$ cat src/hdl/lpam_pkg.sv
// ----------------------------------------------------------------------------
// lpam_pkg
// Shared types, constants and register codes of the light pair armor matcher.
// ----------------------------------------------------------------------------
package lpam_pkg;

    // Defaults for the top-level parameters
    localparam int DEF_MAX_LIGHTS = 8;
    localparam int DEF_COORD_BITS = 16;

    // Port widths fixed by the item formats
    localparam int FIELD_W   = 16;
    localparam int IN_DATA_W = 7 * FIELD_W;
    localparam int OUT_DATA_W = 8;
    localparam int OUT_USER_W = 2;
    localparam int CFG_ADDR_W = 3;
    localparam int CFG_DATA_W = 16;
    localparam int OUT_IDX_W  = 3;

    // Register widths
    localparam int RATIO_W = 9;
    localparam int DIST_W  = 12;
    localparam int TAN_W   = 16;
    localparam int LEN_W   = 16;
    localparam int SUM_W   = LEN_W + 1;
    localparam int THR_W   = DIST_W + SUM_W;
    localparam int THR2_W  = 2 * THR_W;

    // Register indexes
    localparam logic [CFG_ADDR_W-1:0] REG_TARGET_COLOR = 3'd0;
    localparam logic [CFG_ADDR_W-1:0] REG_MIN_RATIO    = 3'd1;
    localparam logic [CFG_ADDR_W-1:0] REG_SMALL_LOW    = 3'd2;
    localparam logic [CFG_ADDR_W-1:0] REG_SMALL_HIGH   = 3'd3;
    localparam logic [CFG_ADDR_W-1:0] REG_LARGE_LOW    = 3'd4;
    localparam logic [CFG_ADDR_W-1:0] REG_LARGE_HIGH   = 3'd5;
    localparam logic [CFG_ADDR_W-1:0] REG_MAX_SLOPE    = 3'd6;

    // Register reset values
    localparam logic [RATIO_W-1:0] RST_MIN_RATIO  = 9'd179;
    localparam logic [DIST_W-1:0]  RST_SMALL_LOW  = 12'd205;
    localparam logic [DIST_W-1:0]  RST_SMALL_HIGH = 12'd819;
    localparam logic [DIST_W-1:0]  RST_LARGE_LOW  = 12'd819;
    localparam logic [DIST_W-1:0]  RST_LARGE_HIGH = 12'd1408;
    localparam logic [TAN_W-1:0]   RST_MAX_SLOPE  = 16'd179;

    // Light store read address source
    typedef enum logic [1:0] {
        RD_SEL_I = 2'd0,
        RD_SEL_J = 2'd1,
        RD_SEL_T = 2'd2
    } rd_sel_t;

    // Controller to datapath commands
    typedef struct packed {
        logic    store;
        logic    pair_init;
        rd_sel_t rd_sel;
        logic    cap_a;
        logic    cap_b;
        logic    box;
        logic    scan_inc;
        logic    m1;
        logic    m2;
        logic    m3;
        logic    m4;
        logic    pend_load;
        logic    out_pend;
        logic    out_final;
        logic    advance;
    } cmd_t;

    // Datapath to controller status
    typedef struct packed {
        logic pair_end;
        logic color_ok;
        logic hit;
        logic scan_last;
        logic match;
        logic pend_valid;
        logic out_free;
    } status_t;

endpackage

$ cat src/hdl/lpam_ctrl.sv
// ----------------------------------------------------------------------------
// lpam_ctrl
// Sequencer: light loading, pair walk, occlusion scan, arithmetic stages and
// result hand-off.
// ----------------------------------------------------------------------------
module lpam_ctrl
    import lpam_pkg::*;
(
    input  logic    clk,
    input  logic    rst_n,
    input  logic    in_valid,
    input  logic    in_last,
    output logic    in_ready,
    input  status_t sts,
    output cmd_t    cmd
);

    typedef enum logic [15:0] {
        S_LOAD = 16'h0001,
        S_PCHK = 16'h0002,
        S_RDI  = 16'h0004,
        S_RDJ  = 16'h0008,
        S_CAPJ = 16'h0010,
        S_BOX  = 16'h0020,
        S_SRD  = 16'h0040,
        S_SCHK = 16'h0080,
        S_M1   = 16'h0100,
        S_M2   = 16'h0200,
        S_M3   = 16'h0400,
        S_M4   = 16'h0800,
        S_DEC  = 16'h1000,
        S_PUSH = 16'h2000,
        S_NEXT = 16'h4000,
        S_FIN  = 16'h8000
    } state_t;

    state_t state_reg, state_next;

    // State register
    always_ff @(posedge clk or negedge rst_n)
    begin
        if (!rst_n)
        begin
            state_reg <= S_LOAD;
        end
        else
        begin
            state_reg <= state_next;
        end
    end

    assign in_ready = (state_reg == S_LOAD);

    // Next state and commands
    always_comb
    begin
        state_next = state_reg;
        cmd        = '0;
        cmd.rd_sel = RD_SEL_I;
        case (state_reg)
            S_LOAD:
            begin
                if (in_valid)
                begin
                    cmd.store = 1'b1;
                    if (in_last)
                    begin
                        cmd.pair_init = 1'b1;
                        state_next    = S_PCHK;
                    end
                end
            end
            S_PCHK:
            begin
                state_next = sts.pair_end ? S_FIN : S_RDI;
            end
            S_RDI:
            begin
                cmd.rd_sel = RD_SEL_I;
                state_next = S_RDJ;
            end
            S_RDJ:
            begin
                cmd.rd_sel = RD_SEL_J;
                cmd.cap_a  = 1'b1;
                state_next = S_CAPJ;
            end
            S_CAPJ:
            begin
                cmd.cap_b  = 1'b1;
                state_next = sts.color_ok ? S_BOX : S_NEXT;
            end
            S_BOX:
            begin
                cmd.box    = 1'b1;
                state_next = S_SRD;
            end
            S_SRD:
            begin
                cmd.rd_sel = RD_SEL_T;
                state_next = S_SCHK;
            end
            S_SCHK:
            begin
                if (sts.hit)
                begin
                    state_next = S_NEXT;
                end
                else
                begin
                    cmd.scan_inc = 1'b1;
                    state_next   = sts.scan_last ? S_M1 : S_SRD;
                end
            end
            S_M1:
            begin
                cmd.m1     = 1'b1;
                state_next = S_M2;
            end
            S_M2:
            begin
                cmd.m2     = 1'b1;
                state_next = S_M3;
            end
            S_M3:
            begin
                cmd.m3     = 1'b1;
                state_next = S_M4;
            end
            S_M4:
            begin
                cmd.m4     = 1'b1;
                state_next = S_DEC;
            end
            S_DEC:
            begin
                if (sts.match && sts.pend_valid)
                begin
                    state_next = S_PUSH;
                end
                else
                begin
                    cmd.pend_load = sts.match;
                    state_next    = S_NEXT;
                end
            end
            S_PUSH:
            begin
                if (sts.out_free)
                begin
                    cmd.out_pend  = 1'b1;
                    cmd.pend_load = 1'b1;
                    state_next    = S_NEXT;
                end
            end
            S_NEXT:
            begin
                cmd.advance = 1'b1;
                state_next  = S_PCHK;
            end
            S_FIN:
            begin
                if (sts.out_free)
                begin
                    cmd.out_final = 1'b1;
                    state_next    = S_LOAD;
                end
            end
            default:
            begin
                state_next = S_LOAD;
            end
        endcase
    end

endmodule

$ cat config.mk
export PLATFORM = sky130hd
export DESIGN_NAME = lpam_ctrl
export DESIGN_NICKNAME = d
export VERILOG_FILES = /design/src/hdl/lpam_pkg.sv /design/src/hdl/lpam_ctrl.sv
export SDC_FILE = /design/constraint.sdc
export NUM_CORES = 1
export LEC_CHECK = 0
export BUFFER_PORTS_ARGS = -buffer_cell sky130_fd_sc_hd__buf_2
export CORE_MARGIN = 2
export CORE_UTILIZATION = 48
export DETAILED_ROUTE_END_ITERATION = 8
export PLACE_DENSITY = 0.83
export SETUP_SLACK_MARGIN = 0.15
export SLEW_MARGIN = 20
export SYNTH_ARGS = -nofsm -noshare
export SYNTH_HDL_FRONTEND = slang
export SYNTH_SLANG_ARGS = --single-unit
$ cat constraint.sdc
create_clock -name clk -period 4.35 [get_ports clk]
set_clock_uncertainty 0.2 [all_clocks]
set_input_delay 0.435 -clock clk [delete_from_list [all_inputs] [get_ports clk]]
set_output_delay 0.435 -clock clk [all_outputs]
set_load 0.1 [all_outputs]
; After elaboration in Yosys (flattened, before gate mapping)
; Index checks and enable logic that the tools add are counted.
[op_classes]
reduce_logical = 2
n_eq_ne = 20
div = 0
mux = 30
n_lt_le_gt_ge = 0
add_sub_neg = 0
mul = 0
shifts = 0
n_bitwise = 0
[op_table]
columns = op, count
row1 = 16-bit case mux with 16 select lines, 1
row2 = 16-bit two-way mux, 5
row3 = 15-bit two-way mux, 3
row4 = 16-bit by 1-bit == test with 1-bit output (second input constant), 1
row5 = 16-bit by 10-bit == test with 1-bit output (second input constant), 1
row6 = 16-bit by 11-bit == test with 1-bit output (second input constant), 1
row7 = 16-bit by 12-bit == test with 1-bit output (second input constant), 1
row8 = 16-bit by 13-bit == test with 1-bit output (second input constant), 1
row9 = 16-bit by 14-bit == test with 1-bit output (second input constant), 1
row10 = 16-bit by 15-bit == test with 1-bit output (second input constant), 1
row11 = 16-bit == test (second input constant), 1
row12 = 16-bit by 2-bit == test with 1-bit output (second input constant), 1
row13 = 16-bit by 3-bit == test with 1-bit output (second input constant), 1
row14 = 16-bit by 4-bit == test with 1-bit output (second input constant), 1
row15 = 16-bit by 5-bit == test with 1-bit output (second input constant), 1
row16 = 16-bit by 6-bit == test with 1-bit output (second input constant), 1
row17 = 16-bit by 7-bit == test with 1-bit output (second input constant), 1
row18 = 16-bit by 8-bit == test with 1-bit output (second input constant), 1
row19 = 16-bit by 9-bit == test with 1-bit output (second input constant), 1
row20 = 1-bit two-way mux, 15
row21 = 9-bit two-way mux, 1
row22 = 2-bit inequality test (second input constant), 4
row23 = 2-bit two-way mux, 3
row24 = 2-bit case mux with 2 select lines, 1
row25 = 3 further kinds, 3
[totals]
inputBits = 11
mem_bits_rw = 0
reg_bits = 16
latchBits = 0
romBits = 0
memories = 0

; Logic depth before layout (Yosys ltp)
; Gate-level depths: netlist (run 1).
[depth]
ltp_word = 3
depth_mapped = 6
mapped_depth_nobuf = 5

; Worst setup path before layout (run 1)
; No wires, ideal clock.
[synth_path]
path_kind = register -> register
startpoint = register state_reg[13]
endpoint = register state_reg[6]
required_ns = 4.069
period_less_slack_ns = 5.132
setup_time_ns = 0.081
n_path_buf = 1
arrival_ns = 4.851
path_slack_ns = -0.782
path_stages_with_launch = 6
path_cell_list = dfrtp_1 -> clkbuf_1 -> or4_1 -> nor4_2 -> nor4bb_1 -> or2_2
[synth_via]
elab_chain_cells = 3
word_cells_on_any_way = 22
classes_between = 20 x eq/ne / 1 x mux / 1 x reduce/logical
[synth_rtl]
columns = element, line_no
row1 = from (decl), lpam_ctrl.sv:37  ; state_t state_reg, state_next;
row2 = from (signal assigned), lpam_ctrl.sv:48  ; state_reg <= state_next;
row3 = "16-bit by 14-bit == test with 1-bit output, or another cell as far along", lpam_ctrl.sv:60  ; case (state_reg)
row4 = 2-bit inequality test (no source line), -
row5 = 4-bit AND reduction (no source line), -
; Parallel ways exist; a longest one is shown, timed or not.
; A chain may end at the register's enable or synchronous reset.

==> summary.txt, run 1 <==
Status
  – Failing checks: design-rule violations
  – Status: complete, but fails checks

Floorplanning
  – Starting Density: 0.496
  – Cell Rows: 17
  – Die H: 51.3 um
  – Die area: 2640 um2
  – Core area: 2170 um2
  – Die width: 51.3 um
  – I/O pins: 28

Logic synthesis
  – Post-synth top area cell: dfrtp_1
  – Syn Nets: 135
  – Prevailing post-synth register cell: dfrtp_1
  – Asr flop ratio synth: 1.00
  – Top post-synthesis cells by area: dfrtp_1 (35%), nor4_1 (6.4%), nor2_1 (4.5%), nand2_1 (3.1%), nand3_1 (2.8%)
  – Most common library cells after synthesis: dfrtp_1 (15), nor2_1 (13), nor4_1 (11)
  – Post-synth top area share: 0.349
  – Seq cells post-synth: 16
  – Yosys warning count: 0
  – Synthesized area: 1080 um2
  – EDFF count, synth: 0
  – Seq/Total Area, Yosys: 0.373
  – Synthesized area per cell: 8.68 um2
  – Most common cell in the netlist: dfrtp_1
  – Synth cell types: 45
  – Gate count of the mapped netlist: 124

Setup path
  – Delay-heaviest family, CP: simple AND/OR/NAND/NOR gates
  – CP peak stage delay: 670 ps
  – Cells along the critical path: or4_1 > nor4_1 > nor2b_1 > and3b_1 > buf_2
  – Worst Path Required: 3710 ps
  – Setup Crit Path Kind: register to output port
  – WP data arrival: 2810 ps
  – Setup crit end kind: output port
  – Crit path launch type: register
  – Slowest CP cell: or4_1
  – Number of buffers and inverters on the critical path: 1
  – Crit path max fanout: 10

Timing
  – Fin crit period: 3450 ps
  – Fin. Hold Viols: 0
  – Final TNS setup: 0 ps
  – Final Slew Violations: 0
  – RSZ-0062 raised after global routing: no
  – Peak Freq: 290 MHz
  – Slew of the pin with the lowest slew margin: 522 ps
  – Endpoints failing setup: 0
  – Hold slack: 95.8 ps
  – Tcrit/Tclk final: 0.792
  – Relative slew slack: 0.649

Layout
  – Share of layout cells above drive strength 1: 0.286
  – Final #Nets: 159
  – Area delta synth->final: 15.3%
  – Final Instance Area: 1240 um2
  – Fillers: 214
  – Ant. Diodes: 0
  – Number of flip-flops in the largest register: 16

GRT
  – Vias in the first global route: 959
  – GRT overflow: 0
  – Initial antenna violation count: 0
  – GRT Util Overall: 0.215
  – Largest net degree at the start of global routing: 17
  – First-pass GRT wire length: 4110 um

Clocking
  – Clock Sinks: 16
  – CTS tree: built
  – CTS Buf Count: 3
  – Worst-Skew Late Latency: 290 ps
  – CTS root buffer: clkbuf_4
  – CTS HTree Levels: 1
  – # Post-CTS Setup Buffers: 0
  – Post_cts resized: 0
  – Clk pin slew, worst setup/hold paths: 90 ps
  – Hold buffers post-CTS: 1
  – CTS max path bufs: 2

Route
  – DR vias/cell: 6.07
  – Final wirelength: 2580 um
  – Vias: 1063
  – DRC: 1
  – Drt first pass iters: 9
  – Iteration-0 DRC Markers: 62
  – Post-DRT Antenna Nets: 0
  – Wire per inst: 14.7 um

Placed design
  – DP Area: 1200 um2
  – PortBufs: 27
  – Hpwl dp: 1930 um
  – Final weighted congestion in routability-driven placement: 0.826

Power and ir drop
  – Power Density: 461 nW/um2
  – Leak: 0.000616 uW
  – Worst ir drop on vdd: 0.000232 V

Flow run
  – Max-cap viol count: 0

Worst hold path
  – Worst Hold Class: input pin to register
==> cells in the final DEF (no fill, tap or decap), drive strengths merged, types with 2 or more instances in the layout <==
cell type | synthesis | routed
nor2b | 3 | 3
nand4 | 2 | 2
nor3 | 2 | 2
and3b | 3 | 3
nor4 | 13 | 13
and3 | 3 | 3
o21ai | 3 | 3
nand3 | 6 | 6
a21oi | 2 | 2
or3 | 2 | 2
xor2 | 2 | 2
inv | 3 | 3
or2 | 3 | 3
nand2 | 9 | 9
or4b | 2 | 2
xnor2 | 2 | 2
nor2 | 13 | 13
and2 | 3 | 3
o211ai | 2 | 2
clkbuf | 6 | 4
or4 | 5 | 5
dfrtp | 15 | 15
nand2b | 4 | 4
buf | 3 | 27
==> metrics by stage <==
step                      cells  worst slack, ps  power, uW  utilization
final                       175              903        572        0.572
after global routing        175              717        604        0.572
after CTS                   175              892        571        0.572
after detailed placement    170             1230        487        0.555
after global placement      170             1310        480        0.555
after floorplan             124             -652        435            -
==> cell families (layout without fill, tap and decap cells) <==
family / after synthesis / count (layout) / share of synthesized area
flip-flops: 16 / 16 / 0.373
AND/OR/NAND/NOR: 77 / 77 / 0.442
AO/OA/AOI/OAI: 15 / 15 / 0.0977
XOR/XNOR: 4 / 4 / 0.0326
buffers and inverters: 12 / 35 / 0.0546
==> worst paths after layout <==
path                            endpoint  slack, ps           from  depth (start not counted)
max reg2reg                state_reg[14]       1780   state_reg[8]                          5
max in group asynchronous   state_reg[0]       3280          rst_n                          2
max                              cmd[12]        900  state_reg[13]                          5
min in group asynchronous   state_reg[1]        370          rst_n                          2
min reg2reg                state_reg[11]        410   state_reg[9]                          1
min                         state_reg[2]        100         sts[6]                          2
==> metal layers <==
layer / GRT usage / vias up / wire length [um]
li1: - / 503 / -
met1: 0.254 / 496 / 1020
met2: 0.355 / 57 / 1290
met3: 0.0526 / 7 / 211
met4: 0.118 / 0 / 63
met5: 0 / - / 0
==> power breakdown <==
group	total, uW	switching [uW]	internal, uW
logic	302	211	91.1
clock network	83.0	47.3	35.7
registers	187	20.9	166
==> layout make-up <==
class                      count  area [um2]  share of cell area
clock buffer                   4        26.3              0.0212
inverter                       3        11.3             0.00907
sequential                    16         402               0.324
multi-input combinational     96         622               0.501
timing repair buffer          28         145               0.117
tap                           28        35.0              0.0282
==> worst reg2reg max path, cell delays in order (launching register included) <==
cell	delay (ps)
dfrtp_1	490
or4_4	620
or4_4	570
or2_4	270
o21bai_1	160
a31oi_1	180
(Power assumes the default switching activity.)
==> run 2, diff against run 1 <==
ABC_AREA = 1   (was default)
CORE_UTILIZATION = 47   (was 48)
PLACE_DENSITY = 0.84   (was 0.83)
clock period = 2.8 ns   (was 4.35 ns; I/O delays follow)
==> summary.txt, run 2 <==
Setup path
  – Crit path max fanout: 8
  – R2R Setup Slk: 1040 ps
  – WP data arrival: 2040 ps
  – R2r endpoint: state_reg[0]
  – Worst reg2reg path depth: 10
  – Crit. Startpoint: state_reg[1]
  – Most frequent cell on the critical path: nand2_2
  – Delay-heaviest family, CP: simple AND/OR/NAND/NOR gates
  – Critical path depth: 7
  – Worst R2R Start: state_reg[13]
  – Crit path launch type: register
  – Worst Path Required: 2320 ps
  – Number of buffers and inverters on the critical path: 2
  – CP peak stage delay: 420 ps
  – Critical Path End: cmd[3]
  – Slowest CP cell: dfrtp_1
  – Setup crit end kind: output port
  – Cells along the critical path: nor2_2 > nand2_2 > inv_1 > nand2_2 > nor3_2 > a31o_2 > buf_2
  – Setup Crit Path Kind: register to output port

GRT
  – Met3 Usage GRT: 0.0257
  – Largest net degree at the start of global routing: 17
  – GRT Util Overall: 0.182
  – GRT overflow: 0
  – Global routing usage on met2: 0.315
  – Initial antenna violation count: 0
  – Met1 Usage GRT: 0.223
  – First-pass GRT wire length: 3660 um
  – Vias in the first global route: 905
  – GR peak layer: met2

Clocking
  – Clock Sinks: 16
  – Clk pin slew, worst setup/hold paths: 90 ps
  – CTS Buf Count: 3
  – CTS tree: built
  – # Post-CTS Setup Buffers: 0
  – Worst-Skew Late Latency: 290 ps
  – CTS max path bufs: 2
  – CTS HTree Levels: 1
  – CTS root buffer: clkbuf_4

Timing
  – Fin crit period: 2520 ps
  – Final worst slack: 282 ps
  – Final Slew Violations: 0
  – Hold slack: 12.6 ps
  – Tcrit/Tclk final: 0.899
  – Relative slew slack: 0.676
  – Endpoints failing setup: 0
  – Fin. Hold Viols: 0
  – Final TNS setup: 0 ps
  – RSZ-0062 raised after global routing: no
  – Slew of the pin with the lowest slew margin: 489 ps
  – Peak Freq: 397 MHz

Floorplanning
  – Core area: 2210 um2
  – Die H: 52.5 um
  – Starting Density: 0.500
  – Die width: 52.5 um
  – Cell Rows: 17
  – I/O pins: 28
  – Die area: 2760 um2

Power and ir drop
  – Worst ir drop on vdd: 0.000901 V
  – Leak: 0.000841 uW
  – P_sw: 447 uW
  – Clock network fraction of total power: 0.172
  – Internal power: 441 uW
  – Power share of the combinational group: 0.519
  – Power Density: 655 nW/um2
  – Seq pwr share: 0.309
  – Switching power share of the total: 0.503

Placed design
  – Final weighted congestion in routability-driven placement: 0.800
  – Hpwl dp: 1830 um
  – PortBufs: 27
  – DP Area: 1280 um2
  – Dpl ws: 604 ps

Status
  – Status: complete, no violations

Route
  – DR vias/cell: 4.57
  – Wire per inst: 9.67 um
  – Iteration-0 DRC Markers: 13
  – Final wirelength: 2230 um
  – Post-DRT Antenna Nets: 0
  – Vias: 1051
  – Drt first pass iters: 4
  – DRC: 0

Logic synthesis
  – Synthesized area: 1110 um2
  – Asr flop ratio synth: 1.00
  – EDFF count, synth: 0
  – Synthesized area per cell: 6.54 um2
  – Gate count of the mapped netlist: 169
  – Seq cells post-synth: 16
  – Post-synth top area cell: dfrtp_1
  – Yosys warning count: 0
  – Top post-synthesis cells by area: dfrtp_1 (34%), nor2_1 (12%), inv_1 (12%), nand2_1 (11%), nor2_2 (5.7%)
  – Synth cell types: 20
  – Post-synth top area share: 0.339
  – Most common cell in the netlist: nor2_1
  – Seq/Total Area, Yosys: 0.363
  – Prevailing post-synth register cell: dfrtp_1
  – Most common library cells after synthesis: nor2_1 (36), inv_1 (34), nand2_1 (33)
  – Syn Nets: 180

Worst hold path
  – Worst Hold Class: input pin to register

Layout
  – Area delta synth->final: 22.6%
  – Share of layout cells above drive strength 1: 0.292
  – Final #Nets: 214
  – Most common cell after layout, fill and taps aside: inv_1
  – Number of flip-flops in the largest register: 16
  – Commonest cells after routing, fill and taps aside: inv_1 (34), nor2_1 (33), nand2_1 (33)
  – Final design utilization: 0.613
  – Final Instance Area: 1360 um2
  – Ant. Diodes: 0

Flow run
  – Max-cap viol count: 0
run 2: repair_timing:
action                    in CTS  in global routing
hold endpoints to repair      19                  0
resized for setup              0                  0
hold buffers                   4                  0
run 2: per-stage QoR:
step                power (uW)  instances
floorplan                  667        169
global placement           729        222
detailed placement         738        222
CTS                        895        230
global route               955        230
finish                     888        230
run 2: logic make-up after synthesis:
family	share of synthesized area
AO/OA/AOI/OAI	0.0453
buffers and inverters	0.136
flip-flops	0.363
AND/OR/NAND/NOR	0.456
run 2: tightest hold or removal path, stage by stage:
cell and delay [ps]:
buf_2 110, inv_1 40, nor2_1 40
run 2: cell type report:
cell class	instances	area, um2
fill	223	856
multi-input combinational	115	573
sequential	16	402
timing repair buffer	31	175
inverter	36	135
clock buffer	4	36.3
tap	28	35.0
run 2: power by group through the flow:
stage	clock network (uW)	logic, uW	registers [uW]
floorplan	0	391	276
global placement	0	451	278
detailed placement	0	459	279
CTS	157	464	274
global route	173	504	278
finish	153	461	274
run 2: worst min path at each step:
stage,start,to,cells past startpoint
after global placement,rst_n,state_reg[6],1
after CTS,sts[5],state_reg[5],3
after floorplan,rst_n,state_reg[10],0
final,sts[5],state_reg[5],3
after global routing,sts[5],state_reg[5],3
after detailed placement,rst_n,state_reg[6],1
run 2: routing by layer:
metal	vias up	wire, um	share of wire
met1	450	1040	0.47
met4	0	45	0.020
met5	-	0	0
met3	4	87	0.039
li1	573	-	-
met2	24	1050	0.47
